## src/design/seq_stream_to_midi_converter_assert.svh

```systemverilog
// assertion macros for the sequence to midi converter
`ifndef SEQ_STREAM_TO_MIDI_CONVERTER_ASSERT_SVH
`define SEQ_STREAM_TO_MIDI_CONVERTER_ASSERT_SVH

// property that must hold on every clock edge out of reset
`define S2M_ASSERT(label, prop, msg) \
    label: assert property (@(posedge clk) disable iff (!rst_n) (prop)) else $error(msg);

// implication held from one cycle to the next
`define S2M_ASSERT_NEXT(label, ante, cons, msg) \
    label: assert property (@(posedge clk) disable iff (!rst_n) (ante) |=> (cons)) \
        else $error(msg);

`endif

```

## src/design/s2m_pkg.sv

```systemverilog
// shared types and constants for the sequence to midi converter
package s2m_pkg;

    localparam logic [2:0] ST_BYTE      = 3'd0;
    localparam logic [2:0] ST_FINISHED  = 3'd1;
    localparam logic [2:0] ST_BAD_SIG   = 3'd2;
    localparam logic [2:0] ST_NO_RUN    = 3'd3;
    localparam logic [2:0] ST_UNKNOWN   = 3'd4;
    localparam logic [2:0] ST_TRUNCATED = 3'd5;

    localparam int PROLOGUE_LEN = 37;
    localparam int FILE_HDR_LEN = 22;

    // work orders from the front part to the emitter
    localparam logic [1:0] JOB_BYTES    = 2'd0;
    localparam logic [1:0] JOB_PROLOGUE = 2'd1;
    localparam logic [1:0] JOB_END_META = 2'd2;

    typedef struct packed {
        logic [1:0]  kind;
        logic [2:0]  delta_groups;
        logic [27:0] delta;
        logic        run_out;
        logic [7:0]  run_byte;
        logic        out_a;
        logic [7:0]  byte_a;
        logic        out_b;
        logic [7:0]  byte_b;
        logic [2:0]  fin_status;
    } job_t;

    typedef struct packed {
        logic [15:0] tpq;
        logic [23:0] tempo;
        logic [7:0]  num;
        logic [7:0]  den;
    } hdr_t;

    function automatic logic [7:0] prologue_byte(input logic [5:0] idx, input hdr_t h);
        logic [7:0] b;
        b = 8'h00;
        case (idx)
            6'd0:  b = 8'h4D;
            6'd1:  b = 8'h54;
            6'd2:  b = 8'h68;
            6'd3:  b = 8'h64;
            6'd7:  b = 8'h06;
            6'd11: b = 8'h01;
            6'd12: b = h.tpq[15:8];
            6'd13: b = h.tpq[7:0];
            6'd14: b = 8'h4D;
            6'd15: b = 8'h54;
            6'd16: b = 8'h72;
            6'd17: b = 8'h6B;
            6'd23: b = 8'hFF;
            6'd24: b = 8'h51;
            6'd25: b = 8'h03;
            6'd26: b = h.tempo[23:16];
            6'd27: b = h.tempo[15:8];
            6'd28: b = h.tempo[7:0];
            6'd30: b = 8'hFF;
            6'd31: b = 8'h58;
            6'd32: b = 8'h04;
            6'd33: b = h.num;
            6'd34: b = h.den;
            6'd35: b = 8'h18;
            6'd36: b = 8'h08;
            default: b = 8'h00;
        endcase
        return b;
    endfunction

endpackage

```

## src/design/s2m_parser.sv

```systemverilog
// front part: parses the sequence stream and issues emit jobs
module s2m_parser #(
    parameter int MAX_VLQ_BYTES = 4
) (
    input  logic              clk,
    input  logic              rst_n,
    input  logic              in_valid,
    output logic              in_ready,
    input  logic              cmd,
    input  logic [7:0]        in_byte,
    output logic              job_valid,
    input  logic              job_ready,
    output s2m_pkg::job_t     job,
    output s2m_pkg::hdr_t     hdr
);
    import s2m_pkg::*;

    localparam logic [3:0] PH_SIG       = 4'd0;
    localparam logic [3:0] PH_HDR       = 4'd1;
    localparam logic [3:0] PH_DELTA     = 4'd2;
    localparam logic [3:0] PH_STATUS    = 4'd3;
    localparam logic [3:0] PH_FIRST     = 4'd4;
    localparam logic [3:0] PH_DATA      = 4'd5;
    localparam logic [3:0] PH_META_LEN  = 4'd6;
    localparam logic [3:0] PH_META_DATA = 4'd7;
    localparam logic [3:0] PH_DONE      = 4'd8;

    logic [3:0]  phase_reg, phase_next;
    logic [3:0]  hidx_reg, hidx_next;
    hdr_t        hdr_reg, hdr_next;
    logic [7:0]  run_reg, run_next;
    logic [27:0] delta_reg, delta_next;
    logic [2:0]  cnt_reg, cnt_next;
    logic [27:0] rem_reg, rem_next;
    logic [7:0]  meta_reg, meta_next;
    logic        halted_reg, halted_next;
    job_t        j;
    logic        fire, has_job;
    logic [7:0]  sig;
    logic [27:0] rem_acc;
    logic        vlq_end;

    assign in_ready = job_ready || halted_reg;
    assign fire = in_valid && in_ready;
    assign job_valid = in_valid && !halted_reg && has_job;
    assign job = j;
    assign hdr = hdr_reg;

    always_comb
    begin
        case (hidx_reg[1:0])
            2'd0: sig = 8'h71;
            2'd1: sig = 8'h51;
            2'd2: sig = 8'h45;
            default: sig = 8'h53;
        endcase
    end

    always_comb
    begin
        phase_next = phase_reg;
        hidx_next = hidx_reg;
        hdr_next = hdr_reg;
        run_next = run_reg;
        delta_next = delta_reg;
        cnt_next = cnt_reg;
        rem_next = rem_reg;
        meta_next = meta_reg;
        halted_next = halted_reg;
        j = '0;
        j.kind = JOB_BYTES;
        has_job = 1'b0;
        rem_acc = {rem_reg[20:0], in_byte[6:0]};
        vlq_end = (32'(cnt_reg) + 32'd1 >= 32'(MAX_VLQ_BYTES)) || !in_byte[7];
        if (cmd) begin
            has_job = 1'b1;
            j.fin_status = (phase_reg == PH_SIG) ? ST_BAD_SIG : ST_TRUNCATED;
            halted_next = 1'b1;
            phase_next = PH_DONE;
        end else begin
            unique case (phase_reg)
                PH_SIG:
                begin
                    if (in_byte != sig) begin
                        has_job = 1'b1;
                        j.fin_status = ST_BAD_SIG;
                        halted_next = 1'b1;
                        phase_next = PH_DONE;
                    end else begin
                        hidx_next = hidx_reg + 4'd1;
                        if (hidx_reg == 4'd3)
                            phase_next = PH_HDR;
                    end
                end
                PH_HDR:
                begin
                    case (hidx_reg)
                        4'd8:  hdr_next.tpq[15:8] = in_byte;
                        4'd9:  hdr_next.tpq[7:0] = in_byte;
                        4'd10: hdr_next.tempo[23:16] = in_byte;
                        4'd11: hdr_next.tempo[15:8] = in_byte;
                        4'd12: hdr_next.tempo[7:0] = in_byte;
                        4'd13: hdr_next.num = in_byte;
                        4'd14: hdr_next.den = in_byte;
                        default: ;
                    endcase
                    if (hidx_reg == 4'd15) begin
                        has_job = 1'b1;
                        j.kind = JOB_PROLOGUE;
                        phase_next = PH_DELTA;
                        delta_next = '0;
                        cnt_next = '0;
                    end else begin
                        hidx_next = hidx_reg + 4'd1;
                    end
                end
                PH_DELTA:
                begin
                    delta_next = {delta_reg[20:0], in_byte[6:0]};
                    cnt_next = cnt_reg + 3'd1;
                    if (vlq_end)
                        phase_next = PH_STATUS;
                end
                PH_STATUS:
                begin
                    has_job = 1'b1;
                    if (delta_reg == 28'h3FAF && in_byte == 8'h00) begin
                        j.kind = JOB_END_META;
                        j.fin_status = ST_FINISHED;
                        halted_next = 1'b1;
                        phase_next = PH_DONE;
                    end else begin
                        j.delta_groups = cnt_reg;
                        j.delta = delta_reg;
                        if (in_byte[7]) begin
                            run_next = in_byte;
                            j.out_a = 1'b1;
                            j.byte_a = in_byte;
                            phase_next = PH_FIRST;
                        end else if (!run_reg[7]) begin
                            j.fin_status = ST_NO_RUN;
                            halted_next = 1'b1;
                            phase_next = PH_DONE;
                        end else begin
                            if (run_reg[7:4] == 4'hF) begin
                                j.run_out = 1'b1;
                                j.run_byte = run_reg;
                            end
                            if (run_reg[7:4] == 4'hF && run_reg != 8'hFF) begin
                                j.fin_status = ST_UNKNOWN;
                                halted_next = 1'b1;
                                phase_next = PH_DONE;
                            end else begin
                                j.out_a = 1'b1;
                                j.byte_a = in_byte;
                                if (run_reg == 8'hFF) begin
                                    meta_next = in_byte;
                                    rem_next = '0;
                                    cnt_next = '0;
                                    phase_next = PH_META_LEN;
                                end else if (run_reg[7:4] == 4'hC || run_reg[7:4] == 4'hD) begin
                                    phase_next = PH_DELTA;
                                    delta_next = '0;
                                    cnt_next = '0;
                                end else begin
                                    rem_next = 28'd1;
                                    phase_next = PH_DATA;
                                end
                            end
                        end
                    end
                end
                PH_FIRST:
                begin
                    has_job = 1'b1;
                    if (run_reg[7:4] == 4'hF && run_reg != 8'hFF) begin
                        j.fin_status = ST_UNKNOWN;
                        halted_next = 1'b1;
                        phase_next = PH_DONE;
                    end else begin
                        j.out_a = 1'b1;
                        j.byte_a = in_byte;
                        if (run_reg == 8'hFF) begin
                            meta_next = in_byte;
                            rem_next = '0;
                            cnt_next = '0;
                            phase_next = PH_META_LEN;
                        end else if (run_reg[7:4] == 4'hC || run_reg[7:4] == 4'hD) begin
                            phase_next = PH_DELTA;
                            delta_next = '0;
                            cnt_next = '0;
                        end else begin
                            rem_next = 28'd1;
                            phase_next = PH_DATA;
                        end
                    end
                end
                PH_DATA:
                begin
                    has_job = 1'b1;
                    j.out_a = 1'b1;
                    j.byte_a = in_byte;
                    phase_next = PH_DELTA;
                    delta_next = '0;
                    cnt_next = '0;
                end
                PH_META_LEN:
                begin
                    has_job = 1'b1;
                    j.out_a = 1'b1;
                    j.byte_a = in_byte;
                    rem_next = rem_acc;
                    cnt_next = cnt_reg + 3'd1;
                    if (vlq_end) begin
                        if (rem_acc != '0) begin
                            phase_next = PH_META_DATA;
                        end else if (meta_reg == 8'h2F) begin
                            j.fin_status = ST_FINISHED;
                            halted_next = 1'b1;
                            phase_next = PH_DONE;
                        end else begin
                            phase_next = PH_DELTA;
                            delta_next = '0;
                            cnt_next = '0;
                        end
                    end
                end
                PH_META_DATA:
                begin
                    has_job = 1'b1;
                    j.out_a = 1'b1;
                    j.byte_a = in_byte;
                    rem_next = rem_reg - 28'd1;
                    if (rem_reg == 28'd1) begin
                        if (meta_reg == 8'h2F) begin
                            j.fin_status = ST_FINISHED;
                            halted_next = 1'b1;
                            phase_next = PH_DONE;
                        end else begin
                            phase_next = PH_DELTA;
                            delta_next = '0;
                            cnt_next = '0;
                        end
                    end
                end
                default: ;
            endcase
        end
    end

    always_ff @(posedge clk or negedge rst_n)
    begin
        if (!rst_n) begin
            phase_reg <= PH_SIG;
            hidx_reg <= '0;
            hdr_reg <= '0;
            run_reg <= '0;
            delta_reg <= '0;
            cnt_reg <= '0;
            rem_reg <= '0;
            meta_reg <= '0;
            halted_reg <= 1'b0;
        end else if (fire && !halted_reg) begin
            phase_reg <= phase_next;
            hidx_reg <= hidx_next;
            hdr_reg <= hdr_next;
            run_reg <= run_next;
            delta_reg <= delta_next;
            cnt_reg <= cnt_next;
            rem_reg <= rem_next;
            meta_reg <= meta_next;
            halted_reg <= halted_next;
        end
    end

    `include "seq_stream_to_midi_converter_assert.svh"
    `S2M_ASSERT(a_hidx_range, hidx_reg <= 4'd15, "header index out of range")
    `S2M_ASSERT_NEXT(a_halt_sticky, halted_reg, halted_reg, "halt released")
    `S2M_ASSERT(a_halt_done, halted_reg == (phase_reg == PH_DONE), "halt and phase disagree")
endmodule

```

## src/design/s2m_job_fifo.sv

```systemverilog
// short queue of emit jobs between parser and emitter
module s2m_job_fifo #(
    parameter int DEPTH = 2
) (
    input  logic          clk,
    input  logic          rst_n,
    input  logic          wr_valid,
    output logic          wr_ready,
    input  s2m_pkg::job_t wr_job,
    output logic          rd_valid,
    input  logic          rd_ready,
    output s2m_pkg::job_t rd_job
);
    import s2m_pkg::*;

    localparam int AW = (DEPTH > 1) ? $clog2(DEPTH) : 1;

    job_t          mem [DEPTH];
    logic [AW-1:0] wp_reg, rp_reg;
    logic [AW:0]   cnt_reg;
    logic          wr_fire, rd_fire;

    assign wr_ready = cnt_reg != (AW + 1)'(DEPTH);
    assign rd_valid = cnt_reg != '0;
    assign rd_job = mem[rp_reg];
    assign wr_fire = wr_valid && wr_ready;
    assign rd_fire = rd_valid && rd_ready;

    always_ff @(posedge clk)
    begin
        if (wr_fire)
            mem[wp_reg] <= wr_job;
    end

    always_ff @(posedge clk or negedge rst_n)
    begin
        if (!rst_n) begin
            wp_reg <= '0;
            rp_reg <= '0;
            cnt_reg <= '0;
        end else begin
            if (wr_fire)
                wp_reg <= (32'(wp_reg) == DEPTH - 1) ? '0 : wp_reg + 1'b1;
            if (rd_fire)
                rp_reg <= (32'(rp_reg) == DEPTH - 1) ? '0 : rp_reg + 1'b1;
            cnt_reg <= cnt_reg + (AW + 1)'(wr_fire) - (AW + 1)'(rd_fire);
        end
    end
endmodule

```

## src/design/s2m_emitter.sv

```systemverilog
// back part: expands jobs into output bytes and counts the track length
module s2m_emitter (
    input  logic          clk,
    input  logic          rst_n,
    input  logic          job_valid,
    output logic          job_ready,
    input  s2m_pkg::job_t job,
    input  s2m_pkg::hdr_t hdr,
    output logic          out_valid,
    input  logic          out_ready,
    output logic [7:0]    out_byte,
    output logic [2:0]    status,
    output logic [31:0]   track_length,
    output logic          last
);
    import s2m_pkg::*;

    // step codes within one job
    localparam logic [2:0] SP_PRO   = 3'd0;
    localparam logic [2:0] SP_DELTA = 3'd1;
    localparam logic [2:0] SP_RUN   = 3'd2;
    localparam logic [2:0] SP_A     = 3'd3;
    localparam logic [2:0] SP_END   = 3'd4;
    localparam logic [2:0] SP_FIN   = 3'd5;
    localparam logic [2:0] SP_DONE  = 3'd6;

    logic [2:0]  step_reg, step_next;
    logic [5:0]  idx_reg, idx_next;
    logic [31:0] count_reg, count_next;
    logic        busy_reg;
    logic [7:0]  ob_reg;
    logic [2:0]  st_reg;
    logic [31:0] tl_reg;
    logic        last_reg, ov_reg;
    logic        can_load;
    logic        emit_now;
    logic [7:0]  e_byte;
    logic [2:0]  e_st;
    logic [31:0] e_tl;
    logic        e_last;
    logic [4:0]  sh;
    logic [27:0] shifted;
    logic [2:0]  first_step;

    function automatic logic [2:0] after(input logic [2:0] s, input job_t jb);
        logic [2:0] n;
        n = SP_DONE;
        if (s < SP_RUN && jb.run_out) n = SP_RUN;
        else if (s < SP_A && jb.out_a) n = SP_A;
        else if (jb.fin_status != ST_BYTE) n = SP_FIN;
        return n;
    endfunction

    assign can_load = !ov_reg || out_ready;
    assign out_valid = ov_reg;
    assign out_byte = ob_reg;
    assign status = st_reg;
    assign track_length = tl_reg;
    assign last = last_reg;

    always_comb
    begin
        unique case (job.kind)
            JOB_PROLOGUE: first_step = SP_PRO;
            JOB_END_META: first_step = SP_END;
            default:
            begin
                if (job.delta_groups != '0) first_step = SP_DELTA;
                else first_step = after(SP_PRO, job);
            end
        endcase
    end

    always_comb
    begin
        sh = 5'(idx_reg[2:0]) * 5'd7;
        shifted = job.delta >> sh;
        step_next = step_reg;
        idx_next = idx_reg;
        count_next = count_reg;
        emit_now = 1'b0;
        e_byte = 8'h00;
        e_st = ST_BYTE;
        e_tl = '0;
        e_last = 1'b0;
        if (busy_reg) begin
            emit_now = 1'b1;
            unique case (step_reg)
                SP_PRO:
                begin
                    e_byte = prologue_byte(idx_reg, hdr);
                    if (idx_reg == 6'(PROLOGUE_LEN - 1)) begin
                        count_next = 32'(PROLOGUE_LEN - FILE_HDR_LEN);
                        step_next = SP_DONE;
                        e_last = 1'b1;
                    end else begin
                        count_next = count_reg + 32'd1;
                        idx_next = idx_reg + 6'd1;
                    end
                end
                SP_DELTA:
                begin
                    // groups from the extra leading one down to zero
                    e_byte = {(idx_reg != '0), shifted[6:0]};
                    count_next = count_reg + 32'd1;
                    if (idx_reg == '0) begin
                        step_next = after(SP_DELTA, job);
                        e_last = after(SP_DELTA, job) == SP_DONE;
                    end else begin
                        idx_next = idx_reg - 6'd1;
                    end
                end
                SP_RUN:
                begin
                    e_byte = job.run_byte;
                    count_next = count_reg + 32'd1;
                    step_next = after(SP_RUN, job);
                    e_last = after(SP_RUN, job) == SP_DONE;
                end
                SP_A:
                begin
                    e_byte = job.byte_a;
                    count_next = count_reg + 32'd1;
                    step_next = after(SP_A, job);
                    e_last = after(SP_A, job) == SP_DONE;
                end
                SP_END:
                begin
                    case (idx_reg[1:0])
                        2'd1: e_byte = 8'hFF;
                        2'd2: e_byte = 8'h2F;
                        default: e_byte = 8'h00;
                    endcase
                    count_next = count_reg + 32'd1;
                    if (idx_reg[1:0] == 2'd3) step_next = SP_FIN;
                    else idx_next = idx_reg + 6'd1;
                end
                SP_FIN:
                begin
                    e_st = job.fin_status;
                    e_tl = (job.fin_status == ST_FINISHED) ? count_reg : '0;
                    e_last = 1'b1;
                    step_next = SP_DONE;
                end
                default: emit_now = 1'b0;
            endcase
        end
    end

    assign job_ready = busy_reg && can_load && (step_next == SP_DONE);

    always_ff @(posedge clk or negedge rst_n)
    begin
        if (!rst_n) begin
            busy_reg <= 1'b0;
            step_reg <= SP_DONE;
            idx_reg <= '0;
            count_reg <= '0;
            ov_reg <= 1'b0;
            ob_reg <= '0;
            tl_reg <= '0;
            last_reg <= 1'b0;
            st_reg <= ST_BYTE;
        end else if (can_load) begin
            ov_reg <= emit_now;
            if (emit_now) begin
                ob_reg <= e_byte;
                st_reg <= e_st;
                tl_reg <= e_tl;
                last_reg <= e_last;
            end
            count_reg <= count_next;
            if (!busy_reg || step_next == SP_DONE) begin
                // pick up the next job at a free slot
                busy_reg <= job_valid && !(busy_reg);
                if (job_valid && !busy_reg) begin
                    step_reg <= first_step;
                    idx_reg <= (job.kind == JOB_BYTES) ? 6'(job.delta_groups) : '0;
                end else begin
                    step_reg <= SP_DONE;
                end
            end else begin
                step_reg <= step_next;
                idx_reg <= (step_next != step_reg) ? '0 : idx_next;
                if (step_reg == SP_DELTA && step_next == SP_DELTA)
                    idx_reg <= idx_next;
            end
        end
    end

    `include "seq_stream_to_midi_converter_assert.svh"
    `S2M_ASSERT(a_out_status, !ov_reg || st_reg <= ST_TRUNCATED, "bad status code")
    `S2M_ASSERT(a_tl_zero, !ov_reg || st_reg == ST_FINISHED || tl_reg == '0,
        "track length on non finish result")
    `S2M_ASSERT(a_busy_step, !busy_reg || step_reg != SP_DONE, "busy without a step")
endmodule

```

## src/design/seq_stream_to_midi_converter.sv

```systemverilog
// top level of the sequence to midi converter
// Converts a sequence file, one byte per input transfer (cmd 1 ends the stream), into
// the bytes of a format-0 MIDI file, one byte or status per output transfer, last
// marking the final result of each input. A parser takes one input per cycle while the
// job queue has room and queues an emit job; the emitter gives no result while picking up
// a job and then one result per cycle while the output is accepted (inputs with no result
// cost no emitter time; the header's last byte gives 37, the byte after a delta up to 7).
// Track length is reported on finish.
module seq_stream_to_midi_converter #(
    parameter int MAX_VLQ_BYTES = 4,
    parameter int QUEUE_DEPTH = 2
) (
    input  logic        clk,
    input  logic        rst_n,
    input  logic        in_valid,
    output logic        in_ready,
    input  logic        cmd,
    input  logic [7:0]  in_byte,
    output logic        out_valid,
    input  logic        out_ready,
    output logic [7:0]  out_byte,
    output logic [2:0]  status,
    output logic [31:0] track_length,
    output logic        last
);
    import s2m_pkg::*;

    job_t pj, qj;
    hdr_t hdr;
    logic pj_valid, pj_ready, qj_valid, qj_ready;

    s2m_parser #(.MAX_VLQ_BYTES(MAX_VLQ_BYTES)) u_parser (
        .clk(clk), .rst_n(rst_n), .in_valid(in_valid), .in_ready(in_ready),
        .cmd(cmd), .in_byte(in_byte), .job_valid(pj_valid), .job_ready(pj_ready),
        .job(pj), .hdr(hdr)
    );

    s2m_job_fifo #(.DEPTH(QUEUE_DEPTH)) u_fifo (
        .clk(clk), .rst_n(rst_n), .wr_valid(pj_valid), .wr_ready(pj_ready),
        .wr_job(pj), .rd_valid(qj_valid), .rd_ready(qj_ready), .rd_job(qj)
    );

    s2m_emitter u_emit (
        .clk(clk), .rst_n(rst_n), .job_valid(qj_valid), .job_ready(qj_ready),
        .job(qj), .hdr(hdr), .out_valid(out_valid), .out_ready(out_ready),
        .out_byte(out_byte), .status(status), .track_length(track_length), .last(last)
    );
endmodule

```

## config.mk

```make
export PLATFORM = sky130hd
export DESIGN_NAME = seq_stream_to_midi_converter
export DESIGN_NICKNAME = d
export VERILOG_FILES = /design/src/design/s2m_pkg.sv /design/src/design/s2m_parser.sv /design/src/design/s2m_job_fifo.sv /design/src/design/s2m_emitter.sv /design/src/design/seq_stream_to_midi_converter.sv
export VERILOG_INCLUDE_DIRS = /design/src /design/src/design
export SDC_FILE = /design/constraint.sdc
export NUM_CORES = 1
export LEC_CHECK = 0
export ABC_AREA = 1
export BUFFER_PORTS_ARGS = -buffer_cell sky130_fd_sc_hd__buf_4
export CORE_MARGIN = 1
export CORE_UTILIZATION = 35
export CTS_CLUSTER_SIZE = 20
export DETAILED_ROUTE_END_ITERATION = 8
export PLACE_DENSITY = 0.56
export SLEW_MARGIN = 20
export SYNTH_ARGS = -nofsm -noshare
export SYNTH_HDL_FRONTEND = slang
export SYNTH_HIERARCHICAL = 1
export SYNTH_SLANG_ARGS = --single-unit
```

## constraint.sdc

```tcl
create_clock -name clk -period 6.1 [get_ports clk]
set_clock_uncertainty 0.2 [all_clocks]
set_input_delay 0.61 -clock clk [delete_from_list [all_inputs] [get_ports clk]]
set_output_delay 0.61 -clock clk [all_outputs]
set_load 0.05 [all_outputs]
```

After elaboration in Yosys (flattened, before gate mapping)
Memory sizes are Yosys's and may differ from the RTL's.
Cells that the tools add are included.
{"block": "totals", "reg_bits": 231, "mem_bits_rw": 108, "input_bits": 13, "wordCells": 351, "memories": 1}
{"memory": "u_fifo.mem", "words": 2, "width": 54, "read_ports": 1, "rd_clocked_by_memory_dff": 0, "write_ports": 1, "line": "s2m_job_fifo.sv:18", "rtl": "job_t mem [DEPTH];"}
{"block": "classes", "n_addsub": 11, "n_mul": 1, "magnitude_cmp": 1, "n_eq_ne": 92, "shifts": 1, "muxes": 150, "bitwise": 2, "reduce_logical": 65}
{"op": "$mux W28", "count": 17}
{"op": "$pmux W28 S7", "count": 1}
{"op": "$pmux W8 S22", "count": 1}
{"op": "$mux W32", "count": 4}
{"op": "$mux W3", "count": 42}
{"op": "$pmux W28 S4", "count": 1}
{"op": "$mux W8", "count": 8}
{"op": "$pmux W32 S2", "count": 1}
{"op": "$eq A6 B5 Y1 const B", "count": 10}
{"op": "$mux W4", "count": 15}
{"op": "$mux W51", "count": 1}
{"op": "$mux W49", "count": 1}
{"op": "$mux W6", "count": 8}
{"op": "$mux W9", "count": 5}
{"op": "$eq A4 B4 Y1 const B", "count": 11}
{"op": "$mux W40", "count": 1}
{"op": "$pmux W8 S5", "count": 1}
{"op": "$pmux W6 S3", "count": 2}
{"op": "$add A32 B1 Y32 const B", "count": 1}
{"op": "$ge A32 B3 Y1 const B", "count": 1}
{"op": "$pmux W4 S8", "count": 1}
{"op": "$pmux W8 S2", "count": 2}
{"op": "$eq A6 B4 Y1 const B", "count": 5}
{"op": "$eq A6 B6 Y1 const B", "count": 5}
{"op": "76 further kinds", "count": 178}

Longest topological paths before layout
Gate-level depths: netlist (run 1).
An unclocked memory read counts as a cell.
{"block": "depth", "ltp_word": 12, "depth_mapped": 25}

Hierarchy
Netlist (run 1), hierarchy kept.
{"mod": "s2m_parser", "n_inst": 1, "cells_per_inst": 1157, "area_per_inst_um2": 8177.8, "seq_area_each_um2": 3503.4}
{"mod": "s2m_emitter", "n_inst": 1, "cells_per_inst": 1103, "area_per_inst_um2": 7054.3, "seq_area_each_um2": 2179.6}
{"mod": "s2m_job_fifo", "n_inst": 1, "cells_per_inst": 360, "area_per_inst_um2": 4837.1, "seq_area_each_um2": 3883.7}

Worst setup path before layout (run 1)
No wires, ideal clock.
{"block": "synth_timing", "kind": "in2reg", "startpoint": "in cmd", "endpoint": "mem u_fifo/mem[0][0] (netlist bit) (enable)", "setup_time_ns": 0.484, "t_arrival_ns": 4.091, "t_required_ns": 5.416, "path_slack_ns": 1.325, "stages": 8, "path_buffers": 2, "cell_sequence": "buf_2 clkbuf_1 nor3_1 nand3_1 nand3_1 inv_1 nand2_2 nor2_1"}
{"block": "synth_via", "elab_chain_cells": 5}
{"element": "start, declared", "line": "seq_stream_to_midi_converter.sv:17", "rtl": "input logic cmd,"}
{"element": "$mux W1", "line": "s2m_parser.sv:75", "rtl": "if (cmd) begin"}
{"element": "$logic_and A1 B1 Y1", "line": "s2m_parser.sv:45", "rtl": "assign job_valid = in_valid && !halted_reg && has_job;"}
{"element": "named net pj_valid", "line": "seq_stream_to_midi_converter.sv:30", "rtl": "logic pj_valid, pj_ready, qj_valid, qj_ready;"}
{"element": "$logic_and A1 B1 Y1", "line": "s2m_job_fifo.sv:26", "rtl": "assign wr_fire = wr_valid && wr_ready;"}
{"element": "$mux W1", "line": "s2m_job_fifo.sv:31", "rtl": "if (wr_fire)"}
{"element": "$mux W1 (not written as such)", "line": "s2m_job_fifo.sv:32", "rtl": "mem[wp_reg] <= wr_job;"}
{"element": "end, declared", "line": "s2m_job_fifo.sv:18"}
The timed path passes the listed nets, and every way through them passes these cells.

Worst setup path after layout (run 1)
{"block": "layout_timing", "startpoint": "reg u_emit.idx_reg[0]", "endpoint": "reg u_emit.ob_reg[1], in the netlist u_emit/out_byte[1]"}
{"block": "layout_via", "elab_chain_cells": 5, "elab_cells_between_ends": 36}
{"element": "start, declared", "line": "s2m_emitter.sv:28", "rtl": "logic [5:0] idx_reg, idx_next;"}
{"element": "start signal, assigned", "line": "s2m_emitter.sv:178", "rtl": "idx_reg <= (job.kind == JOB_BYTES) ? 6'(job.delta_groups) : '0;"}
{"element": "start signal, assigned", "line": "s2m_emitter.sv:184", "rtl": "idx_reg <= (step_next != step_reg) ? '0 : idx_next;"}
{"element": "start signal, assigned", "line": "s2m_emitter.sv:186", "rtl": "idx_reg <= idx_next;"}
{"element": "parallel branches: the longest is 3 deep, another holds $mul A3 B3 Y5"}
{"element": "$pmux W8 S5 (*)", "line": "s2m_emitter.sv:88", "rtl": "unique case (step_reg)"}
{"element": "$mux W8 (*)", "line": "s2m_emitter.sv:86", "rtl": "if (busy_reg) begin"}
{"element": "end signal, assigned", "line": "s2m_emitter.sv:167", "rtl": "ob_reg <= e_byte;"}
{"element": "end, declared", "line": "s2m_emitter.sv:31", "rtl": "logic [7:0] ob_reg;"}
Every way passes the cells marked *.
A chain may end at the register's enable or synchronous reset.

==> out/metrics.cfg, run 1 <==
[status]
outcome = complete, no violations

[die]
coreArea_mm2 = 0.0542
placementRows = 85
die_h_um = 237
die_x_um = 237
die_area_mm2 = 0.0562
ios = 59
start_util = 0.357

[sta]
rsz0062_at_grt = no
setup-tns-final_ns = 0
fin_crit_ns = 3.83
whs_ns = 0.0935
final_max_slew_viol_count = 0
setup_viol = 0
hold_viol_final = 0
worstMarginPinSlew_ns = 1.09
max_freq_mhz = 261
period_share = 0.628
timing.slew.headroom = 0.273
setup_ws_ns = 2.27

[worst_setup_path]
ff2ff_path_depth = 13
critPathKind = flip-flop to flip-flop
start_kind = flip-flop
crit_arrival_ns = 4.11
crit_family = adder cells
required_ns = 6.38
end_kind = flip-flop
r2r-start = u_emit/idx_reg[0]
cpMaxStageDelayCell = dfrtp_2
rrSetupSlack_ns = 2.27
cp_num_buf_inv = 3
cp_max_fo = 43
crit_chain = fa_1 -> ha_1 -> fa_1 -> inv_1 -> nor2_1 -> inv_1 -> o21ai_0 -> inv_1 -> a21oi_1 -> nand2_1 -> nand3_1 -> nand2_1 -> nand2_1
slowest_delay_ns = 0.76
r2r_end = u_emit/out_byte[1]

[global_routing]
grt_pass1_wl_um = 88600
antenna_found_initial = 0
grt_pass1_vias = 16004
grt_max_degree = 145
grtUsageTotal = 0.199
overflow = 0

[min_path]
hold_class = input pin to flip-flop
whs_endpoint = u_parser/meta_reg[6]
min_from = in_byte[6]
holdPathStages = 3

[finish]
layout-drive-gt1-share = 0.100
multi_input_area_mm2 = 0.00874
largest_reg_flops = 108
fillCellCount = 5536
final_util = 0.398
synthToLayoutAreaGrowth_pct = 11.7
n_antenna_cell = 0
nNetsFinal = 2619
ff_latch_area_mm2 = 0.00903

[pwr]
vdd.ir_drop.worst_uv = 224
p_leak_nw = 9.84
powerDensity_mw_per_mm2 = 370
p_total_mw = 8.00

[detailed_routing]
drt_first_iter_violations = 1491
drt-pass1-iter-count = 7
drcViolationCount = 0
routed_via_density = 5.07
routed-via-count = 16778
ant_nets = 0
wire_per_inst_um = 16.9
routed_wl_um = 55900

[clock_tree]
clockBufferDepth = 3
h-tree-depth = 2
clock-root-buffer = clkbuf_16
hold_buffers = 1
clock-sinks = 339
numCtsBuffers = 40
cts_resized = 0
post_cts_buffers = 0
insertion_delay_ns = 0.56
cts_tree = yes
path_clk_slew_ns = 0.06

[flow_run]
maxCapViolCount = 0

[synthesis]
netlist_area_mm2 = 0.0194
syn-instance-count = 2565
syn-num-nets = 2603
yosys_warnings = 6
synth_area_per_cell_um2 = 7.55

[placement]
port_buffers = 58
hpwl_um = 40100
place_ws_ns = 1.93
place_congestion = 0.944

[cell usage in the layout, fill, tap and decap left out, types with 42 or more instances in the layout]
cell and n:
nor2_1 278, o21ai_1 42, a21oi_1 44, inv_1 247, edfxtp_1 108, buf_4 65, nand3_1 167, dfrtp_1 228
o21ai_0 175, nand2_1 856
[worst max path at each step]
stage / startpoint / to / slack, ns / cells after the start
2_1_floorplan: cmd / u_fifo/mem[0][0] / 1.71 / 8
6_report: u_emit/idx_reg[0] / u_emit/out_byte[1] / 2.27 / 13
3_3_place_gp: u_emit/idx_reg[0] / u_emit/out_byte[1] / 1.99 / 13
5_1_grt: u_emit/idx_reg[0] / u_emit/out_byte[1] / 1.90 / 13
3_5_place_dp: u_emit/idx_reg[0] / u_emit/out_byte[1] / 1.93 / 13
4_1_cts: u_emit/idx_reg[0] / u_emit/out_byte[1] / 1.90 / 13
[power by group]
group / leakage, nW / switching, mW / internal [mW]
combinational: 5.34 / 2.09 / 0.790
sequential: 3.83 / 0.170 / 2.45
clock: 0.667 / 0.980 / 1.52
total: 9.84 / 3.24 / 4.76
[stage by stage]
| stage | instance area [um^2] | cells |
|---|---|---|
| after global placement | 20200 | 3234 |
| after floorplan | 19400 | 2565 |
| after CTS | 21600 | 3308 |
| after detailed placement | 20200 | 3234 |
| after global routing | 21600 | 3308 |
| final | 21600 | 3308 |
[worst reg2reg max path, delay by kind of cell, from the launching register on]
family / cells / cell delay [ns]
AND/OR/NAND/NOR: 5 / 0.70
buffers and inverters: 3 / 0.40
adder cells (fa/ha/maj): 3 / 1.40
flip-flops: 1 / 0.76
AO/OA/AOI/OAI: 2 / 0.30
[cell type report]
cell class / count / area share
Clock buffer: 56 / 0.0524
Timing Repair Buffer: 68 / 0.0247
Clock inverter: 17 / 0.0109
Inverter: 284 / 0.0497
Tap cell: 696 / 0.0403
Sequential cell: 339 / 0.418
Multi-Input combinational cell: 1848 / 0.404
[layer usage]
metal / up-vias / GRT usage / share of wire
li1: 8310 / - / -
met2: 475 / 0.311 / 0.45
met5: - / 0 / 0
met1: 7885 / 0.282 / 0.48
met3: 108 / 0.0278 / 0.048
met4: 0 / 0.0647 / 0.028
(Power assumes the default switching activity.)
==> run 2: changes to the inputs <==
clock period = 4 ns   (was 6.1 ns; I/O delays follow)
==> run 2 against run 1 <==
Against the previous run: largest cell class unchanged; total power rose by 52%; core utilization is 0.30 points higher; worst setup slack got worse by 1.9 ns; critical path depth is the same; sequential power rose by 50%; via count increased by 0.70%.
==> out/metrics.cfg, run 2 (synthesis gave the netlist of run 1 again) <==
[pwr]
vdd.ir_drop.worst_uv = 271
powerDensity_mw_per_mm2 = 559
p_leak_nw = 9.92

[finish]
layout-drive-gt1-share = 0.104
largest_reg_flops = 108
n_antenna_cell = 0
layout_common_cells = nand2_1 (856), nor2_1 (278), inv_1 (247)
final_common_cell = nand2_1
synthToLayoutAreaGrowth_pct = 12.5
nNetsFinal = 2640

[die]
die_h_um = 237
placementRows = 85
die_x_um = 237
ios = 59
coreArea_mm2 = 0.0542
start_util = 0.357
die_area_mm2 = 0.0562

[min_path]
min_from = in_byte[7]
holdPathStages = 3
hold_class = input pin to flip-flop
whs_endpoint = u_parser/meta_reg[7]

[clock_tree]
path_clk_slew_ns = 0.06
cts_tree = yes
post_cts_buffers = 0
insertion_delay_ns = 0.56
cts_resized = 0
clock-root-buffer = clkbuf_16
h-tree-depth = 2
numCtsBuffers = 40
clock-sinks = 339
clockBufferDepth = 3

[sta]
setup-tns-final_ns = 0
rsz0062_at_grt = no
whs_ns = 0.0293
timing.slew.headroom = 0.283
worstMarginPinSlew_ns = 1.07
setup_ws_ns = 0.416
hold_viol_final = 0
max_freq_mhz = 279
fin_crit_ns = 3.58
setup_viol = 0
final_max_slew_viol_count = 0
period_share = 0.896

[worst_setup_path]
start_kind = flip-flop
critPathKind = flip-flop to flip-flop
crit_arrival_ns = 3.88
end_kind = flip-flop
ff2ff_path_depth = 13
r2r_end = u_emit/out_byte[1]
r2r-start = u_emit/idx_reg[2]
cp_max_fo = 12
required_ns = 4.30
rrSetupSlack_ns = 0.42

[detailed_routing]
drt-pass1-iter-count = 5
routed_wl_um = 56000
drcViolationCount = 0
routed-via-count = 16895
drt_first_iter_violations = 1379
wire_per_inst_um = 16.8
routed_via_density = 5.08
ant_nets = 0

[flow_run]
maxCapViolCount = 0

[global_routing]
grtUsageTotal = 0.199
met3_usage = 0.0285
grt_pass1_vias = 15814
grt_use_met1 = 0.281
overflow = 0
busiest_layer = met2
grt_use_met2 = 0.316
antenna_found_initial = 0
grt_max_degree = 81
grt_pass1_wl_um = 89100

[placement]
place_ws_ns = 0.484
place_congestion = 0.982
port_buffers = 58
hpwl_um = 39700

[status]
outcome = complete, no violations

==> run 2: cell count changes in the layout (fill, tap and decap cells not counted), moves of 2 or more <==
cell,delta
buf_12,+3
inv_6,-3
clkinvlp_4,+3
clkinv_2,+2
buf_4,+11
dlygate4sd3_1,+7
bufinv_16,-2
==> run 2: worst max-delay path by stage <==
stage,from,end,slack (ns),cells after the start
finish,u_emit/idx_reg[2],u_emit/out_byte[1],0.42,13
global route,u_emit/idx_reg[2],u_emit/out_byte[0],0.20,13
CTS,u_emit/idx_reg[2],u_emit/out_byte[1],0.46,13
detailed placement,u_emit/idx_reg[2],u_emit/out_byte[1],0.48,13
global placement,u_emit/idx_reg[2],u_emit/out_byte[0],0.50,13
floorplan,u_parser/hidx_reg[0],u_fifo/mem[1][0],0.58,11
==> run 2: metal layers <==
metal | share of wire | wire, um
met1 | 0.48 | 26700
met2 | 0.45 | 25200
met3 | 0.046 | 2560
met4 | 0.028 | 1560
met5 | 0 | 0
==> run 2: layout make-up <==
class,instances,area (um^2)
Inverter,284,1070
Fill cell,5564,32500
Tap cell,696,871
Clock inverter,14,158
Sequential cell,339,9030
Clock buffer,57,1170
Timing Repair Buffer,89,746
Multi-Input combinational cell,1848,8730
==> run 2: what timing repair did <==
item	in CTS	in global routing
hold buffers	8	0
hold endpoints to repair	80	0
endpoints found under the setup margin	0	0
==> run 2: worst max-delay path: stages (launching register included) <==
cell and delay [ns]:
dfrtp_1 0.65, fa_1 0.52, ha_1 0.23, fa_1 0.57
inv_1 0.20, nor2_1 0.40, inv_1 0.10, o21ai_0 0.17
inv_1 0.06, a21oi_1 0.14, nand2_1 0.07, nand3_1 0.07
nand2_1 0.06, nand2_1 0.08
==> run 2: through the flow <==
stage | power, mW | utilization | instance area (um^2) | std cells
2_1_floorplan | 7.21 | - | 19400 | 2565
3_3_place_gp | 8.47 | 0.376 | 20400 | 3248
3_5_place_dp | 8.49 | 0.376 | 20400 | 3248
4_1_cts | 12.3 | 0.401 | 21800 | 3327
5_1_grt | 12.9 | 0.401 | 21800 | 3327
6_report | 12.2 | 0.401 | 21800 | 3327
==> run 2: power breakdown <==
part           leakage (nW)  switching, mW  internal (mW)
sequential             3.83          0.199           3.74
combinational          5.45           3.26           1.25
clock                 0.640           1.49           2.22
total                  9.92           4.95           7.22
